**config.mk**
```make
export PLATFORM = sky130hd
export DESIGN_NAME = min_max_block_decimator_unit
export DESIGN_NICKNAME = d
export VERILOG_FILES = /design/src/rtl/mmbd_pkg.sv /design/src/rtl/min_max_block_decimator_unit.sv /design/src/rtl/mmbd_track.sv /design/src/rtl/mmbd_outq.sv
export VERILOG_INCLUDE_DIRS = /design/src /design/src/rtl
export SDC_FILE = /design/constraint.sdc
export NUM_CORES = 1
export LEC_CHECK = 0
export BUFFER_PORTS_ARGS = -buffer_cell sky130_fd_sc_hd__buf_2
export CELL_PAD_IN_SITES_DETAIL_PLACEMENT = 1
export CELL_PAD_IN_SITES_GLOBAL_PLACEMENT = 1
export CORE_ASPECT_RATIO = 0.7
export CORE_MARGIN = 2
export CORE_UTILIZATION = 25
export DETAILED_ROUTE_END_ITERATION = 6
export MAX_ROUTING_LAYER = met4
export PLACE_DENSITY_LB_ADDON = 0.1
export SYNTH_ARGS = -nofsm -noshare
export SYNTH_HDL_FRONTEND = slang
export SYNTH_SLANG_ARGS = --single-unit
```
**constraint.sdc**
```tcl
create_clock -name i_clk -period 15.2 [get_ports i_clk]
set_clock_uncertainty 0.1 [all_clocks]
set_input_delay 3.04 -clock i_clk [delete_from_list [all_inputs] [get_ports i_clk]]
set_output_delay 3.04 -clock i_clk [all_outputs]
set_load 0.02 [all_outputs]
```
**src/rtl/min_max_block_decimator_unit_assert.svh**
```systemverilog
// Assertion macros used by the group queue of the min/max block decimator.
// Each macro takes a label, the clock, the active-low reset, its condition operands and a message.
`ifndef MIN_MAX_BLOCK_DECIMATOR_UNIT_ASSERT_SVH
`define MIN_MAX_BLOCK_DECIMATOR_UNIT_ASSERT_SVH

// The condition holds at every clock edge outside reset.
`define MMBD_ASSERT_ALWAYS(label, clk, rst_n, cond, msg) \
    label: assert property (@(posedge clk) disable iff (!(rst_n)) (cond)) \
        else $error(msg);

// The antecedent implies the consequent in the same cycle.
`define MMBD_ASSERT_IMPLIES(label, clk, rst_n, ante, cons, msg) \
    label: assert property (@(posedge clk) disable iff (!(rst_n)) (ante) |-> (cons)) \
        else $error(msg);

// The antecedent implies the consequent in the next cycle.
`define MMBD_ASSERT_NEXT(label, clk, rst_n, ante, cons, msg) \
    label: assert property (@(posedge clk) disable iff (!(rst_n)) (ante) |=> (cons)) \
        else $error(msg);

`endif

```
**src/rtl/mmbd_pkg.sv**
```systemverilog
`default_nettype none

package mmbd_pkg;

    // Width of the block width register.
    localparam int unsigned CFG_BITS = 16;

    // Block width after reset.
    localparam logic [CFG_BITS-1:0] BLOCK_WIDTH_RESET = 16'd2;

    // Control part of one result group handed from the tracker to the queue.
    typedef struct packed {
        logic two_beats;  // group holds two beats, else one
        logic eod;        // group closes the data set
    } t_grp_ctl;

endpackage

`default_nettype wire

```
**src/rtl/min_max_block_decimator_unit.sv**
```systemverilog
// Min/max block decimator. Samples (x, y) arrive one beat at a time and are
// grouped into blocks of i_cfg_block_width samples (zero acts as one). For
// each block the first minimum and first maximum of y are kept and sent out
// as two result beats in the order they occurred; when both are the same
// sample, that sample goes first and the block's last sample second. A beat
// with end_of_data closes a short block the same way, except that a block of
// a single sample yields that sample alone; the block state then restarts.
// o_run_last flags the last result beat caused by an input beat, and
// o_stream_last the final beat of a data set. The tracker takes one input
// beat per cycle while the queue has a free group slot; results wait in a
// two-group queue, so input keeps flowing while a finished block drains.
// With the output always ready, the rate is one input beat per cycle for
// widths of two or more; at width one the single output port, carrying two
// beats per input, sets a slower pace. Writes to the width register are
// accepted every cycle and should be made while the block is idle.

`default_nettype none

module min_max_block_decimator_unit #(
    parameter int unsigned SAMPLE_BITS = 32,
    parameter int unsigned COUNT_BITS  = 16
) (
    input  wire logic                                i_clk,
    input  wire logic                                i_rst_n,
    // Configuration write channel.
    input  wire logic                                i_cfg_valid,
    output logic                                     o_cfg_ready,
    input  wire logic [mmbd_pkg::CFG_BITS-1:0]       i_cfg_block_width,
    // Sample input channel.
    input  wire logic                                i_in_valid,
    output logic                                     o_in_ready,
    input  wire logic signed [SAMPLE_BITS-1:0]       i_x_sample,
    input  wire logic signed [SAMPLE_BITS-1:0]       i_y_sample,
    input  wire logic                                i_end_of_data,
    // Result output channel.
    output logic                                     o_out_valid,
    input  wire logic                                i_out_ready,
    output logic signed [SAMPLE_BITS-1:0]            o_x_out,
    output logic signed [SAMPLE_BITS-1:0]            o_y_out,
    output logic                                     o_run_last,
    output logic                                     o_stream_last
);

    logic [mmbd_pkg::CFG_BITS-1:0] r_block_width;
    logic                          take;
    logic                          push;
    logic                          room;
    mmbd_pkg::t_grp_ctl            grp_ctl;
    logic signed [SAMPLE_BITS-1:0] grp_x0, grp_y0, grp_x1, grp_y1;

    // The register accepts a write in every cycle.
    assign o_cfg_ready = 1'b1;

    always_ff @(posedge i_clk) begin
        if (!i_rst_n) begin
            r_block_width <= mmbd_pkg::BLOCK_WIDTH_RESET;
        end else if (i_cfg_valid) begin
            r_block_width <= i_cfg_block_width;
        end
    end

    // A sample beat is taken whenever the queue has a free group slot, so a
    // block that closes always has somewhere to put its results.
    assign o_in_ready = room;
    assign take       = i_in_valid && room;

    mmbd_track #(
        .SAMPLE_BITS (SAMPLE_BITS),
        .COUNT_BITS  (COUNT_BITS)
    ) u_track (
        .i_clk         (i_clk),
        .i_rst_n       (i_rst_n),
        .i_block_width (r_block_width),
        .i_take        (take),
        .i_x           (i_x_sample),
        .i_y           (i_y_sample),
        .i_eod         (i_end_of_data),
        .o_push        (push),
        .o_ctl         (grp_ctl),
        .o_x0          (grp_x0),
        .o_y0          (grp_y0),
        .o_x1          (grp_x1),
        .o_y1          (grp_y1)
    );

    mmbd_outq #(
        .SAMPLE_BITS (SAMPLE_BITS)
    ) u_outq (
        .i_clk         (i_clk),
        .i_rst_n       (i_rst_n),
        .i_push        (push),
        .i_ctl         (grp_ctl),
        .i_x0          (grp_x0),
        .i_y0          (grp_y0),
        .i_x1          (grp_x1),
        .i_y1          (grp_y1),
        .o_room        (room),
        .o_valid       (o_out_valid),
        .i_ready       (i_out_ready),
        .o_x           (o_x_out),
        .o_y           (o_y_out),
        .o_run_last    (o_run_last),
        .o_stream_last (o_stream_last)
    );

endmodule

`default_nettype wire

```
**src/rtl/mmbd_track.sv**
```systemverilog
`default_nettype none

module mmbd_track #(
    parameter int unsigned SAMPLE_BITS = 32,
    parameter int unsigned COUNT_BITS  = 16
) (
    input  wire logic                                i_clk,
    input  wire logic                                i_rst_n,
    input  wire logic [mmbd_pkg::CFG_BITS-1:0]       i_block_width,
    input  wire logic                                i_take,
    input  wire logic signed [SAMPLE_BITS-1:0]       i_x,
    input  wire logic signed [SAMPLE_BITS-1:0]       i_y,
    input  wire logic                                i_eod,
    output logic                                     o_push,
    output mmbd_pkg::t_grp_ctl                       o_ctl,
    output logic signed [SAMPLE_BITS-1:0]            o_x0,
    output logic signed [SAMPLE_BITS-1:0]            o_y0,
    output logic signed [SAMPLE_BITS-1:0]            o_x1,
    output logic signed [SAMPLE_BITS-1:0]            o_y1
);

    localparam int unsigned CMP_BITS =
        (COUNT_BITS > mmbd_pkg::CFG_BITS) ? COUNT_BITS : mmbd_pkg::CFG_BITS;

    logic [COUNT_BITS-1:0]         r_fill, n_fill;
    logic signed [SAMPLE_BITS-1:0] r_low_y, r_low_x, r_high_y, r_high_x;
    logic signed [SAMPLE_BITS-1:0] n_low_y, n_low_x, n_high_y, n_high_x;
    logic [COUNT_BITS-1:0]         r_low_pos, r_high_pos, n_low_pos, n_high_pos;

    logic [COUNT_BITS-1:0]         count;
    logic [mmbd_pkg::CFG_BITS-1:0] width;
    logic                          first;
    logic                          full;
    logic                          single;

    assign first = (r_fill == '0);
    assign count = r_fill + {{(COUNT_BITS-1){1'b0}}, 1'b1};
    assign width = (i_block_width == '0) ? {{(mmbd_pkg::CFG_BITS-1){1'b0}}, 1'b1}
                                         : i_block_width;
    assign full  = (CMP_BITS'(count) >= CMP_BITS'(width)) || (count == '1);
    assign single = !full && i_eod && (count == {{(COUNT_BITS-1){1'b0}}, 1'b1});

    // Running minimum and maximum; the first sample of a block seeds both.
    always_comb begin
        n_low_y    = r_low_y;
        n_low_x    = r_low_x;
        n_low_pos  = r_low_pos;
        n_high_y   = r_high_y;
        n_high_x   = r_high_x;
        n_high_pos = r_high_pos;
        if (first) begin
            n_low_y    = i_y;
            n_low_x    = i_x;
            n_low_pos  = '0;
            n_high_y   = i_y;
            n_high_x   = i_x;
            n_high_pos = '0;
        end else begin
            if (i_y < r_low_y) begin
                n_low_y   = i_y;
                n_low_x   = i_x;
                n_low_pos = r_fill;
            end
            if (r_high_y < i_y) begin
                n_high_y   = i_y;
                n_high_x   = i_x;
                n_high_pos = r_fill;
            end
        end
        n_fill = (full || i_eod) ? '0 : count;
    end

    // Order the kept samples by position. When minimum and maximum are the
    // same sample, the second beat is the sample that closes the block.
    always_comb begin
        o_push          = i_take && (full || i_eod);
        o_ctl.two_beats = !single;
        o_ctl.eod       = i_eod;
        o_x1            = i_x;
        o_y1            = i_y;
        if (single) begin
            o_x0 = i_x;
            o_y0 = i_y;
        end else if (n_low_pos == n_high_pos) begin
            o_x0 = n_low_x;
            o_y0 = n_low_y;
        end else if (n_low_pos < n_high_pos) begin
            o_x0 = n_low_x;
            o_y0 = n_low_y;
            o_x1 = n_high_x;
            o_y1 = n_high_y;
        end else begin
            o_x0 = n_high_x;
            o_y0 = n_high_y;
            o_x1 = n_low_x;
            o_y1 = n_low_y;
        end
    end

    always_ff @(posedge i_clk) begin
        if (!i_rst_n) begin
            r_fill <= '0;
        end else if (i_take) begin
            r_fill <= n_fill;
        end
    end

    always_ff @(posedge i_clk) begin
        if (i_take) begin
            r_low_y    <= n_low_y;
            r_low_x    <= n_low_x;
            r_low_pos  <= n_low_pos;
            r_high_y   <= n_high_y;
            r_high_x   <= n_high_x;
            r_high_pos <= n_high_pos;
        end
    end

endmodule

`default_nettype wire

```
**src/rtl/mmbd_outq.sv**
```systemverilog
`default_nettype none

`include "min_max_block_decimator_unit_assert.svh"

module mmbd_outq #(
    parameter int unsigned SAMPLE_BITS = 32
) (
    input  wire logic                          i_clk,
    input  wire logic                          i_rst_n,
    input  wire logic                          i_push,
    input  wire mmbd_pkg::t_grp_ctl            i_ctl,
    input  wire logic signed [SAMPLE_BITS-1:0] i_x0,
    input  wire logic signed [SAMPLE_BITS-1:0] i_y0,
    input  wire logic signed [SAMPLE_BITS-1:0] i_x1,
    input  wire logic signed [SAMPLE_BITS-1:0] i_y1,
    output logic                               o_room,
    output logic                               o_valid,
    input  wire logic                          i_ready,
    output logic signed [SAMPLE_BITS-1:0]      o_x,
    output logic signed [SAMPLE_BITS-1:0]      o_y,
    output logic                               o_run_last,
    output logic                               o_stream_last
);

    // Two group slots, each holding one or two result beats.
    mmbd_pkg::t_grp_ctl            r_ctl [2];
    logic signed [SAMPLE_BITS-1:0] r_x0 [2];
    logic signed [SAMPLE_BITS-1:0] r_y0 [2];
    logic signed [SAMPLE_BITS-1:0] r_x1 [2];
    logic signed [SAMPLE_BITS-1:0] r_y1 [2];

    logic       r_wp, r_rp, r_sub;
    logic [1:0] r_cnt, n_cnt;
    logic       pop;
    mmbd_pkg::t_grp_ctl head;

    assign head    = r_ctl[r_rp];
    assign o_valid = (r_cnt != 2'd0);
    assign o_room  = (r_cnt != 2'd2);
    assign pop     = o_valid && i_ready && (r_sub || !head.two_beats);

    assign o_x           = r_sub ? r_x1[r_rp] : r_x0[r_rp];
    assign o_y           = r_sub ? r_y1[r_rp] : r_y0[r_rp];
    assign o_run_last    = r_sub || !head.two_beats;
    assign o_stream_last = head.eod && (r_sub || !head.two_beats);

    always_comb begin
        n_cnt = r_cnt;
        if (i_push && !pop) begin
            n_cnt = r_cnt + 2'd1;
        end else if (pop && !i_push) begin
            n_cnt = r_cnt - 2'd1;
        end
    end

    always_ff @(posedge i_clk) begin
        if (!i_rst_n) begin
            r_cnt <= 2'd0;
            r_wp  <= 1'b0;
            r_rp  <= 1'b0;
            r_sub <= 1'b0;
        end else begin
            r_cnt <= n_cnt;
            if (i_push) begin
                r_wp <= !r_wp;
            end
            if (pop) begin
                r_rp  <= !r_rp;
                r_sub <= 1'b0;
            end else if (o_valid && i_ready) begin
                r_sub <= 1'b1;
            end
        end
    end

    always_ff @(posedge i_clk) begin
        if (i_push) begin
            r_ctl[r_wp] <= i_ctl;
            r_x0[r_wp]  <= i_x0;
            r_y0[r_wp]  <= i_y0;
            r_x1[r_wp]  <= i_x1;
            r_y1[r_wp]  <= i_y1;
        end
    end

    `MMBD_ASSERT_IMPLIES(a_no_overflow, i_clk, i_rst_n, i_push, r_cnt != 2'd2, "group queue overflow")
    `MMBD_ASSERT_IMPLIES(a_sub_two, i_clk, i_rst_n, r_sub, o_valid && head.two_beats, "second beat of a one-beat group")
    `MMBD_ASSERT_NEXT(a_pop_drains, i_clk, i_rst_n, pop && !i_push, r_cnt == $past(r_cnt) - 2'd1, "group count did not drop on pop")
    `MMBD_ASSERT_ALWAYS(a_cnt_range, i_clk, i_rst_n, r_cnt != 2'd3, "group count out of range")

endmodule

`default_nettype wire
```
After elaboration in Yosys (flattened, before gate mapping):

Memories as Yosys holds them, arrays and structs flattened. A register that Yosys moved wholly into a read port is not among the register bits.
Cells that the tools add are included.

* register bits after elaboration: 197
* memory bits (writable): 260
* output and inout bits: 69
* logic and storage cells: 95
* memories: 5

* $add $sub $neg: 3
* $lt $le $gt $ge: 4
* equal/unequal tests: 4
* mux-type cells: 42
* bitwise logic cells: 1
* reductions and logical operators: 24

Memories
* u_outq.r_x0: depth 2, bits a word 32, read ports 1, clocked after memory_dff 1, wr ports 1, line mmbd_outq.sv:27 `logic signed [SAMPLE_BITS-1:0] r_x0 [2];`
* u_outq.r_x1: depth 2, bits a word 32, read ports 1, clocked after memory_dff 1, wr ports 1, line mmbd_outq.sv:29 `logic signed [SAMPLE_BITS-1:0] r_x1 [2];`
* u_outq.r_y0: depth 2, bits a word 32, read ports 1, clocked after memory_dff 1, wr ports 1, line mmbd_outq.sv:28 `logic signed [SAMPLE_BITS-1:0] r_y0 [2];`
* u_outq.r_y1: depth 2, bits a word 32, read ports 1, clocked after memory_dff 1, wr ports 1, line mmbd_outq.sv:30 `logic signed [SAMPLE_BITS-1:0] r_y1 [2];`
* u_outq.r_ctl: depth 2, bits a word 2, read ports 1, clocked after memory_dff 1, wr ports 1, line mmbd_outq.sv:26 `mmbd_pkg::t_grp_ctl r_ctl [2];`

Operator list (count)
* $mux 32: 22
* $mux 16: 6
* $lt 32x32->1: 2
* $logic_not 16->1: 2
* $add 16x1->16 const B: 1
* $eq 16x1->1 const B: 1
* $eq 16x16->1: 1
* $eq 16x16->1 const B: 1
* $ge 16x16->1: 1
* $lt 16x16->1: 1
* $mux 1: 12
* $logic_and 1x1->1: 9
* $logic_not 1->1: 7
* $mux 2: 2
* $reduce_bool 2->1: 2
* $logic_or 1x1->1: 3
* $add 2x1->2 const B: 1
* $ne 2x2->1 const B: 1
* $reduce_or 2->1: 1
* $sub 2x1->2 const B: 1
* $not 1->1: 1

Longest topological paths before layout:

* depth in word-level cells: 10
* depth in mapped cells: 23
* gate-level depth less buffers: 18

Hierarchy:

A second synthesis with hierarchy kept.

* cells, all modules: 1900
* area, all modules: 23994.3 µm²

By module, submodules not included
* mmbd_track: instances 1, cells each 1475, area an instance 13659.4 µm²
* mmbd_outq: instances 1, cells each 371, area an instance 9704.3 µm²
* min_max_block_decimator_unit: instances 1, cells each 54, area an instance 630.6 µm²

Worst setup path before layout:

Ideal clock, no wire load.

* path kind: input to register
* start: input port i_end_of_data
* end: register u_outq.r_wp
* library setup time: 99 ps
* data arrival time: 12710 ps
* data required time: 15001 ps
* path slack: 2291 ps
* stages: 4
* path buffers: 0
* cells stage by stage: inv_1 -> o211a_1 -> nor3_1 -> o21a_1

* cells in the longest elaborated chain, start to end: 2

Ends and longest elaborated chain
* start, declared: line min_max_block_decimator_unit.sv:34 `input wire logic i_end_of_data,`
* $logic_or 1x1->1: line mmbd_track.sv:76 `o_push = i_take && (full || i_eod);`
* $logic_and 1x1->1: line mmbd_track.sv:76
* end signal, assigned: line mmbd_outq.sv:65 `r_wp <= !r_wp;`
* end, declared: line mmbd_outq.sv:32 `logic r_wp, r_rp, r_sub;`

Every way passes these cells.
A chain may end at the register's enable or synchronous reset.

Worst setup path after layout:

* start: input port i_y_sample[27]
* end: memory u_outq.r_x0[0][31] (data pin)

* cells in the longest elaborated chain, start to end: 7
* elaborated cells between the ends (all ways): 15
* classes of those cells: 3 x order compare; 1 x eq/ne; 11 x mux

Ends and longest elaborated chain
* start, declared: line min_max_block_decimator_unit.sv:33 `input wire logic signed [SAMPLE_BITS-1:0] i_y_sample,`
* $lt 32x32->1, on equally long branches: line mmbd_track.sv:59, mmbd_track.sv:64
* $mux 16, on equally long branches: line mmbd_track.sv:59, mmbd_track.sv:64
* $mux 16: line mmbd_track.sv:51 `if (first) begin`
* $lt 16x16->1: line mmbd_track.sv:87 `end else if (n_low_pos < n_high_pos) begin`
* $mux 32: line mmbd_track.sv:87
* $mux 32 (*): line mmbd_track.sv:84 `end else if (n_low_pos == n_high_pos) begin`
* $mux 32 (*): line mmbd_track.sv:81 `if (single) begin`
* net grp_x0[31]: line min_max_block_decimator_unit.sv:49 `logic signed [SAMPLE_BITS-1:0] grp_x0, grp_y0, grp_x1, grp_y1;`
* end, declared: line mmbd_outq.sv:27

Mark *: on every way through the listed nets, which the timed path passes. The rest lies on a longest branch.

==> impl_metrics.env <==
export IMPL_status="finished clean"
export IMPL_dp_hpwl_mm=48.0
export IMPL_die_h_um=266
export IMPL_cellPowerDensity_nw_per_um2=140
export IMPL_syn_to_final_growth_pct=15.5
export IMPL_crit_required_ns=15.39
export IMPL_cts_tree="done"
export IMPL_reg2reg_slack_ns=7.31
export IMPL_io_pins=155
export IMPL_synth_distinct_cells=74
export IMPL_path_max_fanout=57
export IMPL_fmax_ghz=0.0993
export IMPL_vias=16385
export IMPL_end_kind="flip-flop"
export IMPL_holdCritPathClass="flip-flop to flip-flop"
export IMPL_cts_hold_buffers_added=0
export IMPL_grt_use_total_pct=16.0
export IMPL_hold_violations=0
export IMPL_multi_input_area_um2=9910
export IMPL_path_clk_slew_ns=0.06
export IMPL_slew_headroom_pct=26.3
export IMPL_drc_errors=0
export IMPL_cp_start_kind="input pin"
export IMPL_cts_buffers=54
export IMPL_crit_end="u_outq.r_x0[0][31]$_DFFE_PP_"
export IMPL_yosysTopAreaCellShare_pct=51.6
export IMPL_startpoint="i_y_sample[27]"
export IMPL_viasPerCell=4.88
export IMPL_post_route_min_period_ns=10.07
export IMPL_grt_pass1_vias=17370
export IMPL_critPathKind="input pin to flip-flop"
export IMPL_fin_crit_sh_pct=66.3
export IMPL_async_flop_share_pct=0
export IMPL_wirelength_mm=78.0
export IMPL_die_x_um=378
export IMPL_power_leakage_nw=10.1
export IMPL_drt_antenna_violating_nets=0
export IMPL_dieArea_um2=100000
export IMPL_firstDrtPassIters=5
export IMPL_drtIter0Drc=1012
export IMPL_grt_pass1_wl_mm=118
export IMPL_rsz0062_at_grt="false"
export IMPL_tns_ns=0
export IMPL_syn_inst=1906
export IMPL_final_max_slew_viol_count=0
export IMPL_max_cap_violations=0
export IMPL_synth_area_leaders="edfxtp_1, o311ai_4, mux4_2"
export IMPL_synthTopCellsByCount="edfxtp_1, nand2_1, o21ai_0"
export IMPL_setup_viol=0
export IMPL_clock_sinks=458
export IMPL_ys_flop_type="edfxtp_1"
export IMPL_num_rows=95
export IMPL_antenna_found_initial=5
export IMPL_yosysWarnings=0
export IMPL_portBuffers=153
export IMPL_synth_nets=2091
export IMPL_routedWlPerCell_um=23.2
export IMPL_cts_root_buf="clkbuf_16"
export IMPL_total_power_w=0.00394
export IMPL_avgSynthCellArea_um2=12.8
export IMPL_hp_start="u_outq.r_cnt[1]$_SDFFE_PN0P_"
export IMPL_r2r_end="u_outq.r_x0[0][31]$_DFFE_PP_"
export IMPL_nFillCells=10469
export IMPL_synth_edf_count=420
export IMPL_drive_above_1_share_pct=21.3
export IMPL_synth_top_cell_by_area="edfxtp_1"
export IMPL_htreeDepth=2
export IMPL_post_cts_buffers=0
export IMPL_yosysMostFrequentCell="edfxtp_1"
export IMPL_post_cts_resized=0
export IMPL_final_seq_area_um2=13400
export IMPL_seq_area_frac_synth_pct=54.7
export IMPL_fin_nets=2187
export IMPL_grt_max_degree=130
export IMPL_r2r_start="u_track.r_high_y[27]$_DFFE_PP_"
export IMPL_clock_path_buffers=3
export IMPL_synth_seq_cells=458
export IMPL_ir_drop_v=0.0000801
export IMPL_worstPathArrival_ns=10.27
export IMPL_clk_latency_ns=0.62
export IMPL_routabilityCongestion=0.739
export IMPL_r2r_worst_path_cells=20
export IMPL_grt_ovfl_total=0
export IMPL_tightest_slew_ns=1.10
export IMPL_start_util_pct=25.3
export IMPL_coreArea_um2=96500
export IMPL_syn_area_um2=24500
-- state kept, by name, summed over array words and instances (netlist names), named ones only --
signal	count
u_outq.r_wp	1
r_block_width	16
u_outq.r_y1	64
u_track.r_high_y	32
u_track.r_low_pos	16
u_track.r_high_pos	16
u_track.r_high_x	32
u_outq.r_x1	64
u_track.r_low_x	32
u_outq.r_ctl	4
u_track.r_fill	16
u_outq.r_cnt	2
u_outq.r_sub	1
u_outq.r_rp	1
u_outq.r_x0	64
u_track.r_low_y	32
u_outq.r_y0	64
-- routing by layer --
metal  global-route usage, %  vias to the layer above  share of wire [%]
met5                       -                        -                  0
met4                    3.06                        0                1.5
met3                    2.77                       85                4.4
met2                    23.4                      243                 43
met1                    23.2                     8476                 51
li1                        -                     7581                  -
-- metrics by stage --
stage	area, um2	cells	utilization [%]	setup slack (ns)	hold WS [ns]
2_1_floorplan	24500	1906	-	2.29	0.362
3_3_place_gp	26500	3255	27.4	4.35	0.388
3_5_place_dp	26500	3255	27.4	4.38	0.422
4_1_cts	28200	3355	29.2	5.00	0.438
5_1_grt	28200	3359	29.3	4.55	0.465
6_report	28200	3360	29.3	5.13	0.430
-- cells by family (layout without fill, tap and decap cells) --
group                    Yosys count  count (layout)  synth area share (%)
AND/OR/NAND/NOR                  554             554                  11.6
flip-flops                       458             458                  54.7
AO/OA/AOI/OAI                    370             370                  14.8
buffers and inverters            291             431                  5.17
multiplexers                     116             116                  8.03
adder cells (fa/ha/maj)           99              99                  5.06
XOR/XNOR                          17              17                 0.639
other                              1               6                0.0153
-- worst max-delay path, cell delays in order --
cell      delay [ns]
buf_2           0.11
inv_1           0.13
ha_1            0.38
nand4_1         0.24
nor4_1          0.53
nand2_1         0.19
a21oi_1         0.56
o31ai_4         0.11
buf_4           0.26
mux2i_1         0.15
or2_2           0.32
ha_1            0.31
nand4_1         0.19
nor3_1          0.24
a211o_1         0.15
a21oi_1         0.12
nor2_4          0.15
buf_4           0.54
and3_4          0.58
buf_4           0.68
buf_4           0.92
o311ai_1        0.22
-- how the worst min path moves through the flow --
stage                                                 to  slack [ns]  cells after the start
after CTS                   u_outq.r_cnt[1]$_SDFFE_PN0P_        0.44                      2
final                       u_outq.r_cnt[1]$_SDFFE_PN0P_        0.43                      2
after floorplan            r_block_width[0]$_SDFFE_PN0P_        0.36                      2
after global routing      r_block_width[11]$_SDFFE_PN0P_        0.47                      2
after global placement      u_outq.r_cnt[1]$_SDFFE_PN0P_        0.39                      2
after detailed placement   r_block_width[0]$_SDFFE_PN0P_        0.42                      2
-- power by group --
part           internal [W]  switching (W)
clock network      0.000765       0.000546
registers           0.00156      0.0000856
logic              0.000305       0.000681
-- area by class of cell --
type                       count  share of cell area, %
inverter                     147                   1.97
clock buffer                  68                   5.08
antenna                        5                 0.0443
clock inverter                32                   1.08
sequential                   458                   47.4
tap                         1309                   5.80
multi-input combinational   1157                   35.1
timing repair buffer         184                   3.58
-- placed cells by master, fill, tap and decap left out, types with 8 or more instances in the layout --
cell type,count
edfxtp_1,420
buf_4,30
clkinv_2,8
nand3_1,88
nand2_1,181
a21oi_1,50
buf_2,153
and3_1,67
inv_1,142
nor4_1,11
a21o_1,9
mux2i_1,50
nor2_1,57
clkinv_1,16
a221o_1,64
nand4_1,78
dfxtp_1,36
mux4_2,64
clkbuf_1,12
or2_2,21
ha_1,99
xor2_1,10
nor3_1,11
clkbuf_16,55
o21ai_0,144
o311ai_4,60
Power figures use the tool's default switching activity.
